[src/rtl/nid_pkg.sv]
// Shared types and constants of the node id enrolment table.
// Used by the channel interfaces, the table cell and the top level.
package nid_pkg;

   localparam int ADDR_W     = 48;
   localparam int REQ_ID_W   = 8;
   localparam int STATUS_W   = 3;
   localparam int ID_W       = 4;   // stored id, ids run 1..15 at most
   localparam int SLOT_W     = 4;   // slot index, at most 16 slots
   localparam int ID_SET_W   = 16;  // one bit per stored id value

   localparam logic ACT_ENROL = 1'b0;
   localparam logic ACT_CLEAR = 1'b1;

   localparam logic [STATUS_W-1:0] ST_KNOWN     = 3'd0;
   localparam logic [STATUS_W-1:0] ST_STALE     = 3'd1;
   localparam logic [STATUS_W-1:0] ST_CONFLICT  = 3'd2;
   localparam logic [STATUS_W-1:0] ST_ASSIGNED  = 3'd3;
   localparam logic [STATUS_W-1:0] ST_FULL      = 3'd4;
   localparam logic [STATUS_W-1:0] ST_CLEARED   = 3'd5;
   localparam logic [STATUS_W-1:0] ST_NOT_FOUND = 3'd6;

   // Search token that walks the row of cells, gathering what it sees
   typedef struct packed {
      logic                valid;
      logic                action;
      logic [ADDR_W-1:0]   node_addr;
      logic [REQ_ID_W-1:0] req_id;
      logic                addr_hit;    // address held by an occupied slot
      logic [ID_W-1:0]     hit_id;      // id bound to that address
      logic                id_hit;      // req_id held by some slot
      logic [SLOT_W-1:0]   id_slot;     // first slot holding req_id
      logic                empty_hit;   // some slot is empty
      logic [SLOT_W-1:0]   empty_slot;  // first empty slot
      logic [ID_SET_W-1:0] used;        // ids held anywhere in the table
   } nid_token_type;

   // Slot update broadcast to the row; a clear writes id zero and address zero
   typedef struct packed {
      logic              en;
      logic [SLOT_W-1:0] slot;
      logic [ID_W-1:0]   id;
      logic [ADDR_W-1:0] node_addr;
   } nid_write_type;

endpackage

[src/rtl/nid_req_if.sv]
// Request channel of the node id enrolment table: valid/ready plus payload.
// Depends on nid_pkg for field widths.
interface nid_req_if import nid_pkg::*; ();
   logic                valid;
   logic                ready;
   logic                action;
   logic [ADDR_W-1:0]   node_addr;
   logic [REQ_ID_W-1:0] req_id;

   modport source (output valid, action, node_addr, req_id, input ready);
   modport sink   (input valid, action, node_addr, req_id, output ready);
endinterface

[src/rtl/nid_rsp_if.sv]
// Response channel of the node id enrolment table: valid/ready plus payload.
// Depends on nid_pkg for field widths.
interface nid_rsp_if import nid_pkg::*; ();
   logic                valid;
   logic                ready;
   logic [STATUS_W-1:0] status;
   logic [REQ_ID_W-1:0] result_id;

   modport source (output valid, status, result_id, input ready);
   modport sink   (input valid, status, result_id, output ready);
endinterface

[src/rtl/nid_cell.sv]
// One slot of the enrolment table: holds an address and id, and updates
// the search token passing by. Depends on nid_pkg.
module nid_cell import nid_pkg::*; #(
   parameter int INDEX = 0
) (
   input  logic          clock,
   input  logic          reset,
   input  nid_token_type tok_in,
   output nid_token_type tok_out,
   input  nid_write_type wr
);

   logic [ADDR_W-1:0] addr_ff;
   logic [ID_W-1:0]   id_ff;
   nid_token_type     tok_ff;
   nid_token_type     tok_in_next;
   logic              occupied;

   assign occupied = (id_ff != '0);

   // Fold this slot into the token; the first match along the row wins
   always_comb begin
      tok_in_next = tok_in;
      if (occupied && addr_ff == tok_in.node_addr && !tok_in.addr_hit) begin
         tok_in_next.addr_hit = 1'b1;
         tok_in_next.hit_id   = id_ff;
      end
      if (occupied && REQ_ID_W'(id_ff) == tok_in.req_id && !tok_in.id_hit) begin
         tok_in_next.id_hit  = 1'b1;
         tok_in_next.id_slot = SLOT_W'(INDEX);
      end
      if (!occupied && !tok_in.empty_hit) begin
         tok_in_next.empty_hit  = 1'b1;
         tok_in_next.empty_slot = SLOT_W'(INDEX);
      end
      if (occupied) begin
         tok_in_next.used[id_ff] = 1'b1;
      end
   end

   // Hand the token to the next cell
   always_ff @(posedge clock) begin
      if (reset) begin
         tok_ff <= '0;
      end else begin
         tok_ff <= tok_in_next;
      end
   end

   // Take slot updates addressed to this cell
   always_ff @(posedge clock) begin
      if (reset) begin
         addr_ff <= '0;
         id_ff   <= '0;
      end else if (wr.en && wr.slot == SLOT_W'(INDEX)) begin
         addr_ff <= wr.node_addr;
         id_ff   <= wr.id;
      end
   end

   assign tok_out = tok_ff;

endmodule

[src/rtl/node_id_enrolment_table.sv]
// Node id enrolment table: a row of MAX_ENTRIES cells walked by a search token.
// Path: a register in each cell, then a pending register, then the output register.
// A new item is taken only once the last result has moved to the output register.
// Reset: synchronous; empties every slot and drops any item in flight.
// Depends on nid_pkg, nid_req_if, nid_rsp_if and nid_cell.
module node_id_enrolment_table import nid_pkg::*; #(
   parameter int MAX_ENTRIES = 8
) (
   input logic         clock,
   input logic         reset,
   nid_req_if.sink     req_chan,
   nid_rsp_if.source   rsp_chan
);

   nid_token_type tok [MAX_ENTRIES+1];
   nid_write_type wr_ff;
   nid_write_type wr_in;

   logic                busy_ff;
   logic                pend_valid_ff;
   logic [STATUS_W-1:0] pend_status_ff;
   logic [REQ_ID_W-1:0] pend_id_ff;
   logic [STATUS_W-1:0] pend_status_in;
   logic [REQ_ID_W-1:0] pend_id_in;

   logic                rsp_valid_ff;
   logic [STATUS_W-1:0] rsp_status_ff;
   logic [REQ_ID_W-1:0] rsp_id_ff;

   logic          accept;
   logic          rsp_load;
   nid_token_type last;

   assign req_chan.ready = !busy_ff;
   assign accept         = req_chan.valid && !busy_ff;
   assign rsp_load       = pend_valid_ff && (!rsp_valid_ff || rsp_chan.ready);
   assign last           = tok[MAX_ENTRIES];

   // Launch a fresh token into the first cell
   always_comb begin
      tok[0]           = '0;
      tok[0].valid     = accept;
      tok[0].action    = req_chan.action;
      tok[0].node_addr = req_chan.node_addr;
      tok[0].req_id    = req_chan.req_id;
   end

   // Row of table cells
   for (genvar g = 0; g < MAX_ENTRIES; g++) begin : g_cell
      nid_cell #(.INDEX(g)) u_cell (
         .clock   (clock),
         .reset   (reset),
         .tok_in  (tok[g]),
         .tok_out (tok[g+1]),
         .wr      (wr_ff)
      );
   end

   // Decide the outcome once the token leaves the last cell
   always_comb begin
      logic            in_range;
      logic            free_found;
      logic [ID_W-1:0] free_id;
      in_range   = (last.req_id != '0) && (last.req_id <= REQ_ID_W'(MAX_ENTRIES));
      free_found = 1'b0;
      free_id    = '0;
      // lowest id not held by any slot
      for (int i = MAX_ENTRIES; i >= 1; i--) begin
         if (!last.used[ID_W'(i)]) begin
            free_found = 1'b1;
            free_id    = ID_W'(i);
         end
      end
      wr_in          = '0;
      pend_status_in = ST_NOT_FOUND;
      pend_id_in     = '0;
      if (last.action == ACT_CLEAR) begin
         if (last.id_hit) begin
            pend_status_in = ST_CLEARED;
            pend_id_in     = last.req_id;
            wr_in.en       = last.valid;
            wr_in.slot     = last.id_slot;
         end
      end else if (last.addr_hit) begin
         pend_id_in     = REQ_ID_W'(last.hit_id);
         pend_status_in = (last.req_id == REQ_ID_W'(last.hit_id)) ? ST_KNOWN : ST_STALE;
      end else if (in_range) begin
         if (last.id_hit) begin
            pend_status_in = ST_CONFLICT;
            pend_id_in     = last.req_id;
         end else if (last.empty_hit) begin
            pend_status_in  = ST_ASSIGNED;
            pend_id_in      = last.req_id;
            wr_in.en        = last.valid;
            wr_in.slot      = last.empty_slot;
            wr_in.id        = last.req_id[ID_W-1:0];
            wr_in.node_addr = last.node_addr;
         end else begin
            pend_status_in = ST_FULL;
         end
      end else if (free_found && last.empty_hit) begin
         pend_status_in  = ST_ASSIGNED;
         pend_id_in      = REQ_ID_W'(free_id);
         wr_in.en        = last.valid;
         wr_in.slot      = last.empty_slot;
         wr_in.id        = free_id;
         wr_in.node_addr = last.node_addr;
      end else begin
         pend_status_in = ST_FULL;
      end
   end

   // Hold the slot update and the decided result
   always_ff @(posedge clock) begin
      if (reset) begin
         wr_ff         <= '0;
         pend_valid_ff <= 1'b0;
      end else begin
         wr_ff <= wr_in;
         if (last.valid) begin
            pend_valid_ff <= 1'b1;
         end else if (rsp_load) begin
            pend_valid_ff <= 1'b0;
         end
      end
   end

   always_ff @(posedge clock) begin
      if (last.valid) begin
         pend_status_ff <= pend_status_in;
         pend_id_ff     <= pend_id_in;
      end
   end

   // Track the item in flight until its result moves to the output
   always_ff @(posedge clock) begin
      if (reset) begin
         busy_ff <= 1'b0;
      end else if (accept) begin
         busy_ff <= 1'b1;
      end else if (rsp_load) begin
         busy_ff <= 1'b0;
      end
   end

   // Output register
   always_ff @(posedge clock) begin
      if (reset) begin
         rsp_valid_ff <= 1'b0;
      end else if (rsp_load) begin
         rsp_valid_ff <= 1'b1;
      end else if (rsp_chan.ready) begin
         rsp_valid_ff <= 1'b0;
      end
   end

   always_ff @(posedge clock) begin
      if (rsp_load) begin
         rsp_status_ff <= pend_status_ff;
         rsp_id_ff     <= pend_id_ff;
      end
   end

   assign rsp_chan.valid     = rsp_valid_ff;
   assign rsp_chan.status    = rsp_status_ff;
   assign rsp_chan.result_id = rsp_id_ff;

endmodule

[src/flat_wrapper.sv]
// flat-port wrapper written by rule: the top's interface ports become plain ports
module node_id_enrolment_table_flat import nid_pkg::*;
#(
   parameter int MAX_ENTRIES = 8
)
  (clock, reset, req_chan_valid, req_chan_action, req_chan_node_addr, req_chan_req_id, req_chan_ready, rsp_chan_valid, rsp_chan_status, rsp_chan_result_id, rsp_chan_ready);
  nid_req_if req_chan_i ();
  nid_rsp_if rsp_chan_i ();
  input logic clock;
  input logic reset;
  input wire logic [$bits(req_chan_i.valid)-1:0] req_chan_valid;
  input wire logic [$bits(req_chan_i.action)-1:0] req_chan_action;
  input wire logic [$bits(req_chan_i.node_addr)-1:0] req_chan_node_addr;
  input wire logic [$bits(req_chan_i.req_id)-1:0] req_chan_req_id;
  output wire logic [$bits(req_chan_i.ready)-1:0] req_chan_ready;
  output wire logic [$bits(rsp_chan_i.valid)-1:0] rsp_chan_valid;
  output wire logic [$bits(rsp_chan_i.status)-1:0] rsp_chan_status;
  output wire logic [$bits(rsp_chan_i.result_id)-1:0] rsp_chan_result_id;
  input wire logic [$bits(rsp_chan_i.ready)-1:0] rsp_chan_ready;
  assign req_chan_i.valid = req_chan_valid;
  assign req_chan_i.action = req_chan_action;
  assign req_chan_i.node_addr = req_chan_node_addr;
  assign req_chan_i.req_id = req_chan_req_id;
  assign req_chan_ready = req_chan_i.ready;
  assign rsp_chan_valid = rsp_chan_i.valid;
  assign rsp_chan_status = rsp_chan_i.status;
  assign rsp_chan_result_id = rsp_chan_i.result_id;
  assign rsp_chan_i.ready = rsp_chan_ready;
  node_id_enrolment_table #(.MAX_ENTRIES(MAX_ENTRIES)) u_core (.clock(clock), .reset(reset), .req_chan(req_chan_i), .rsp_chan(rsp_chan_i));
endmodule
[config.mk]
export PLATFORM = sky130hd
export DESIGN_NAME = node_id_enrolment_table_flat
export DESIGN_NICKNAME = d
export VERILOG_FILES = /design/src/rtl/nid_pkg.sv /design/src/rtl/nid_req_if.sv /design/src/rtl/nid_rsp_if.sv /design/src/rtl/nid_cell.sv /design/src/rtl/node_id_enrolment_table.sv /design/src/flat_wrapper.sv
export SDC_FILE = /design/constraint.sdc
export NUM_CORES = 2
export LEC_CHECK = 0
export ABC_AREA = 1
export BUFFER_PORTS_ARGS = -buffer_cell sky130_fd_sc_hd__buf_2
export CAP_MARGIN = 10
export CORE_ASPECT_RATIO = 1.25
export CORE_MARGIN = 10
export CORE_UTILIZATION = 40
export DETAILED_ROUTE_END_ITERATION = 8
export PLACE_DENSITY_LB_ADDON = 0.25
export SLEW_MARGIN = 5
export SYNTH_ARGS = -nofsm -noshare
export SYNTH_HDL_FRONTEND = slang
export SYNTH_SLANG_ARGS = --single-unit
export TNS_END_PERCENT = 100
[constraint.sdc]
create_clock -name clock -period 1.6 [get_ports clock]
set_input_delay 0.16 -clock clock [delete_from_list [all_inputs] [get_ports clock]]
set_output_delay 0.16 -clock clock [all_outputs]
set_load 0.02 [all_outputs]
======== Word-level counts from Yosys, hierarchy flattened ========
Cells that the tools add are included.
storage, ports and cells
  output and inout bits ................... 13
  word-level logic and storage cells ...... 385
  bits in registers ....................... 1146
  bits of input ports ..................... 61
operators by class
  order comparisons ....................... 17
  multiplexer cells ....................... 88
  equality and inequality tests ........... 24
  reduce and logical (&&, ||, !) cells .... 118
  bitwise logic cells ..................... 9
operators by type and width
  operator                                                            count
  equality test 48 bit                                                8
  2-to-1 mux 57 bit                                                   5
  2-to-1 mux 5 bit                                                    26
  2-to-1 mux 8 bit                                                    13
  equality test 4 x 8 -> 1 bit                                        8
  logical AND 1 bit                                                   57
  bitwise OR 8 bit                                                    7
  less-than comparator 4 x 5 -> 1 bit (second input constant)         8
  demux 1 bit (select 4 bit)                                          8
  greater-or-equal comparator 4 x 1 -> 1 bit (second input constant)  8
  2-to-1 mux 4 bit                                                    8
  nonzero test 4 bit                                                  8
  OR reduction 2 bit                                                  16
  logical NOT 1 bit                                                   30
  2-to-1 mux 1 bit                                                    21
  2-to-1 mux 3 bit                                                    6
  equality test 4 x 3 -> 1 bit (second input constant)                4
  equality test 4 x 2 -> 1 bit (second input constant)                2
  equality test 8 x 4 -> 1 bit                                        1
  less-or-equal comparator 8 x 4 -> 1 bit (second input constant)     1
  nonzero test 8 bit                                                  1
  nonzero test 2 bit                                                  3
  equality test 4 x 1 -> 1 bit (second input constant)                1
  logical NOT 4 bit                                                   1
  other kinds (4)                                                     5

======== Depth between registers and ports, before layout ========
  depth after elaboration ................. 12
  gate-level depth with buffers ........... 12
  depth with buffers taken out ............ 12

======== Modules after synthesis ========
A second synthesis with hierarchy kept.
second synthesis, totals
  cells, all modules ...................... 5957
  area, all modules ....................... 45184.6 um2
modules (own cells, without submodules)
  module                                  area an instance (um2)  cells an instance  instances  sequential area each (um2)
  nid_cell (u_core.g_cell[1].u_cell ...)  5270.1                  704                3          2822.7
  nid_cell (u_core.g_cell[0].u_cell ...)  5260.0                  705                3          2822.7
  nid_cell (u_core.g_cell[3].u_cell)      5246.3                  703                1          2822.7
  nid_cell (u_core.g_cell[7].u_cell)      5246.3                  698                1          2822.7
  node_id_enrolment_table                 3101.7                  329                1          1861.8

======== Worst setup path before layout ========
OpenSTA, ideal clock, no wires.
  path kind ............................... register to register
  start point ............................. reg u_core.g_cell[7].u_cell.tok_ff, in the netlist u_core.g_cell[7].u_cell.tok_out[35]
  end point ............................... reg u_core.wr_ff[17] (netlist name)
  arrival ................................. 1.277 ns
  path slack .............................. 0.196 ns
  period minus slack after synthesis ...... 1.404 ns
  cell stages (with the launch flop) ...... 9
  required time ........................... 1.472 ns
  path through ............................ dfxtp_1 nor4_4 nand3_2 nand2_2 nand2_1 buf_4 buf_6 nand2_1 nor2_1
between the ends
  longest elaborated chain between the ends .. 3
RTL lines
  item                                                                                  line                            text
  start: declaration                                                                    nid_cell.sv:15                  nid_token_type tok_ff;
  start signal: assignment                                                              nid_cell.sv:46                  tok_ff <= tok_in_next;
  less-or-equal comparator 8 x 4 -> 1 bit / nonzero test 8 bit (equally long branches)  node_id_enrolment_table.sv:64   in_range = (last.req_id != '0) && (last.req_id <= REQ_ID_W'(MAX_ENTRIES));
  logical AND 1 bit (*)                                                                 node_id_enrolment_table.sv:64
  2-to-1 mux 57 bit (*)                                                                 node_id_enrolment_table.sv:87   end else if (in_range) begin
  end signal: assignment                                                                node_id_enrolment_table.sv:119  wr_ff <= wr_in;
  end: declaration                                                                      node_id_enrolment_table.sv:16   nid_write_type wr_ff;
Every way passes the cells marked *; elsewhere a longest branch is shown, timed or not.
A chain may end at the register's enable or synchronous reset.

======== Worst setup path after layout ========
  start point ............................. reg u_core.g_cell[0].u_cell.addr_ff[8]
  end point ............................... reg u_core.g_cell[0].u_cell.tok_ff, in the netlist u_core.g_cell[0].u_cell.tok_out[29]
between the ends
  longest elaborated chain between the ends .. 4
RTL lines
  item                                 line            text
  start: declaration                   nid_cell.sv:13  logic [ADDR_W-1:0] addr_ff;
  start signal: assignment             nid_cell.sv:56  addr_ff <= wr.node_addr;
  equality test 48 bit                 nid_cell.sv:24  if (occupied && addr_ff == tok_in.node_addr && !tok_in.addr_hit) begin
  logical AND 1 bit                    nid_cell.sv:24
  NOT 1 bit (no source line)           --
  OR reduction 2 bit (no source line)  --
  end signal: assignment               nid_cell.sv:46
  end: declaration                     nid_cell.sv:15
No other way between the ends.

==> flow_metrics.py <==
metrics = {
    "synthesis": {
        "synth-seq-area-share_pct": 54.8,
        "post_synth.cell_area_avg_um2": 7.71,
        "synthesis.instances": 5298,
        "synth_top_area_share_pct": 53.2,
        "yosysTopAreaCell": "sky130_fd_sc_hd__dfxtp_1",
        "synth_nets": 5359,
        "yosys.cell_count.top_type": "sky130_fd_sc_hd__nor2_1",
        "dominant_cells_by_area_after_synthesis": "sky130_fd_sc_hd__dfxtp_1 (53%), sky130_fd_sc_hd__nor2_1 (12%), sky130_fd_sc_hd__nand2_1 (7.0%)",
        "synth_edf_count": 22,
        "yosys_most_used_dff": "sky130_fd_sc_hd__dfxtp_1",
        "yosys_register_bits": 1107,
        "synth_warnings": 0,
        "netlist_area_um2": 40800,
        "post_synth_most_frequent_cells": "sky130_fd_sc_hd__nor2_1 (1313), sky130_fd_sc_hd__dfxtp_1 (1085), sky130_fd_sc_hd__nand2_1 (766), sky130_fd_sc_hd__inv_1 (744), sky130_fd_sc_hd__o21ai_0 (346)",
        "synth.lib_cells_used.distinct": 38,
        "async_flop_share_pct": 0,
    },
    "critical_path": {
        "timing.setup.critical_path_class": "flop to flop",
        "crit_path_max_fanout": 5,
        "critical-path-top-delay-family": "simple AND/OR/NAND/NOR gates",
        "start_kind": "flop",
        "worst_ep_required_ns": 2.24,
        "slowest_delay_ns": 0.33,
        "worst_ep_arrival_time_ns": 2.25,
        "reg2reg_slack_ns": -0.01,
        "capturing_element_type_of_the_critical_path": "flop",
        "path_cells": "xnor2_2 > buf_4 > nand4_1 > nor2_4 > nand2_1 > nor2_2 > nand2_4 > nor2_2",
        "r2r_endpoint": "u_core.g_cell[0].u_cell.tok_out[29]$_SDFF_PP0_",
        "crit_path_top_delay_cell": "sky130_fd_sc_hd__dfxtp_2",
        "path_buf_inv": 1,
        "rr_startpoint": "u_core.g_cell[0].u_cell.addr_ff[8]$_SDFFE_PP0P_",
        "worst_path_most_repeated_cell": "sky130_fd_sc_hd__nor2_2",
        "worst_r2r_path_depth": 8,
    },
    "timing": {
        "maxClockFrequency_ghz": 0.619,
        "finalWorstPathRequiredPeriod_ns": 1.61,
        "hold_viol_final": 0,
        "final.setup_skew_ns": 0.0338,
        "relSlewSlack_pct": 49.0,
        "slew_viol_final": 0,
        "setup_viol": 3,
        "postLayoutSetupSlackWorst_ns": -0.0143,
        "fin_hold_ws_ns": 0.216,
        "timing_worst_slew_pin_value_ns": 0.765,
        "rsz0062_at_grt": "yes",
        "post-route-period-util_pct": 101,
        "timing.setup.tns_ns": -0.0181,
    },
    "place": {
        "buffers_added_on_ports": 73,
        "place_congestion": 0.837,
        "place_worst_setup_slack_ns": -0.333,
        "dpl_cell_area_um2": 44200,
        "hpwl_um": 69000,
    },
    "flow_run": {
        "max_cap_violations": 0,
    },
    "route": {
        "drt_initial_violations": 1722,
        "first_pass_iters": 5,
        "route.final.wire_length_um": 100000,
        "route.detailed.wl_per_inst_um": 14.4,
        "via_count": 31400,
        "ant_nets": 0,
        "drc": 0,
        "detail_route.vias_per_cell": 4.52,
    },
    "power": {
        "leakagePower_nw": 21.7,
        "power_mw": 56.0,
        "power_density_over_the_cells_nw_per_um2": 1140,
        "vdd_ir_drop_max_mv": 0.938,
    },
    "global_routing": {
        "grt_max_degree": 141,
        "remaining_global_route_overflow": 0,
        "vias_in_the_first_global_route": 30600,
        "antenna_found_initial": 0,
        "grt.total_usage_pct": 17.0,
        "grt_pass1_wl_um": 159000,
    },
    "die": {
        "die-width_um": 306,
        "placementRows": 131,
        "io-pin-count": 74,
        "initial_core_util_pct": 40.1,
        "fp.coreArea_um2": 102000,
        "die_height_um": 377,
        "die_area_um2": 115000,
    },
    "layout": {
        "layout.filler_cells": 9700,
        "design.final.nets": 5610,
        "multiInputGateArea_um2": 15200,
        "final_layout_size_suffix_gt1_share_pct": 14.1,
        "final-seq-area_um2": 22500,
        "design_area_um2": 49300,
        "layout-area-overhead-vs-synth_pct": 20.7,
        "antenna_cells_inserted": 0,
    },
    "hold_path": {
        "worstHoldEndpoint": "u_core.g_cell[0].u_cell.tok_out[46]$_SDFF_PP0_",
        "min-delay-start": "req_chan_node_addr[7]",
        "hold-path-cell-count": 4,
        "holdCritPathClass": "primary input to flop",
    },
    "clocking": {
        "tritoncts.num_buffers": 104,
        "worst_skew_pair_latency_ns": 0.71,
        "tritoncts_num_sinks": 1107,
        "cts_max_path_buffers": 3,
        "clk_root_buffer_cell": "sky130_fd_sc_hd__clkbuf_16",
        "cts_htree_levels": 3,
        "clk_pin_slew_ns": 0.06,
        "cts_tree": "done",
    },
    "status": {
        "failed_checks": "setup timing",
        "run_status": "complete, but fails checks",
    },
}
==> registers in the layout, indices dropped and copies added (netlist names) <==
name,cells
u_core.g_cell.u_cell.addr_ff,384
u_core.rsp_chan.valid,1
u_core.rsp_chan.status,3
u_core.g_cell.u_cell.tok_out,610
u_core.pend_valid_ff,1
u_core.wr_ff,56
u_core.busy_ff,1
u_core.pend_status_ff,3
u_core.rsp_chan.result_id,8
u_core.g_cell.u_cell.id_ff,32
u_core.pend_id_ff,8
==> kinds of logic after synthesis <==
| kind of cell | Yosys count | share of synthesized area, % |
|---|---|---|
| flip-flops | 1107 | 54.8 |
| XOR/XNOR | 245 | 5.25 |
| AND/OR/NAND/NOR | 2227 | 21.5 |
| buffers and inverters | 1006 | 9.48 |
| AO/OA/AOI/OAI | 713 | 8.97 |
==> cell usage in the layout, fill, tap and decap left out, types with 72 or more instances in the layout <==
| cell | synthesis | final |
|---|---|---|
| sky130_fd_sc_hd__a21oi_1 | 222 | 219 |
| sky130_fd_sc_hd__buf_2 | 51 | 72 |
| sky130_fd_sc_hd__buf_4 | 1 | 187 |
| sky130_fd_sc_hd__o21ai_0 | 346 | 343 |
| sky130_fd_sc_hd__dfxtp_1 | 1085 | 1014 |
| sky130_fd_sc_hd__inv_1 | 744 | 708 |
| sky130_fd_sc_hd__o21ai_1 | 79 | 82 |
| sky130_fd_sc_hd__nand2_1 | 766 | 720 |
| sky130_fd_sc_hd__clkbuf_16 | 0 | 108 |
| sky130_fd_sc_hd__nor2_1 | 1313 | 1236 |
| sky130_fd_sc_hd__xnor2_1 | 178 | 175 |
==> metal layers <==
layer,routed length [um],up-vias,global-route usage [%]
li1,-,16600,-
met4,2690,0,5.95
met1,44100,14300,20.2
met2,50100,462,30.8
met5,0,-,0
met3,3250,151,2.24
==> final cells by class <==
| class | count | area share [%] |
|---|---|---|
| tap | 1330 | 3.38 |
| timing repair buffer | 383 | 7.08 |
| clock buffer | 149 | 6.18 |
| sequential | 1107 | 45.6 |
| multi-input combinational | 3185 | 30.8 |
| inverter | 768 | 5.87 |
| clock inverter | 41 | 1.08 |
==> metrics by stage <==
stage               util, %  instances
floorplan                 -       5298
global placement       43.4       6692
detailed placement     43.4       6692
CTS                    47.8       6953
global route           48.4       6963
finish                 48.4       6963
==> report_power, final <==
group	total [mW]	leakage (nW)	switching [mW]	internal, mW
Clock	25.6	1.75	10.7	14.9
Combinational	2.25	10.9	1.35	0.899
Sequential	28.1	9.01	0.165	27.9
==> worst reg2reg max path, cell delays in order, from the launching register on <==
cell	delay, ns
sky130_fd_sc_hd__dfxtp_2	0.33
sky130_fd_sc_hd__xnor2_2	0.18
sky130_fd_sc_hd__buf_4	0.18
sky130_fd_sc_hd__nand4_1	0.16
sky130_fd_sc_hd__nor2_4	0.24
sky130_fd_sc_hd__nand2_1	0.09
sky130_fd_sc_hd__nor2_2	0.15
sky130_fd_sc_hd__nand2_4	0.11
sky130_fd_sc_hd__nor2_2	0.12
==> worst max path at each step <==
stage                                               startpoint                                             end  cells past startpoint
2_1_floorplan   u_core.g_cell[7].u_cell.tok_out[35]$_SDFF_PP0_                     u_core.wr_ff[17]$_SDFF_PP0_                      8
3_3_place_gp   u_core.g_cell[0].u_cell.addr_ff[4]$_SDFFE_PP0P_  u_core.g_cell[0].u_cell.tok_out[27]$_SDFF_PP0_                      8
3_5_place_dp   u_core.g_cell[0].u_cell.addr_ff[4]$_SDFFE_PP0P_  u_core.g_cell[0].u_cell.tok_out[28]$_SDFF_PP0_                      8
4_1_cts         u_core.g_cell[7].u_cell.tok_out[34]$_SDFF_PP0_                     u_core.wr_ff[52]$_SDFF_PP0_                      8
5_1_grt         u_core.g_cell[4].u_cell.tok_out[58]$_SDFF_PP0_  u_core.g_cell[5].u_cell.tok_out[26]$_SDFF_PP0_                     12
6_report       u_core.g_cell[0].u_cell.addr_ff[8]$_SDFFE_PP0P_  u_core.g_cell[0].u_cell.tok_out[29]$_SDFF_PP0_                      8
==> repair_timing <==
action | 4_1_cts | 5_1_grt
gates resized for setup | 59 | 222
hold buffers | 67 | 0
hold endpoints to repair | 205 | 0
gates cloned | 0 | 4
buffers inserted | 4 | 6
pin swaps | 28 | 120
setup endpoints to repair | 38 | 96
Power figures use the tool's default switching activity.
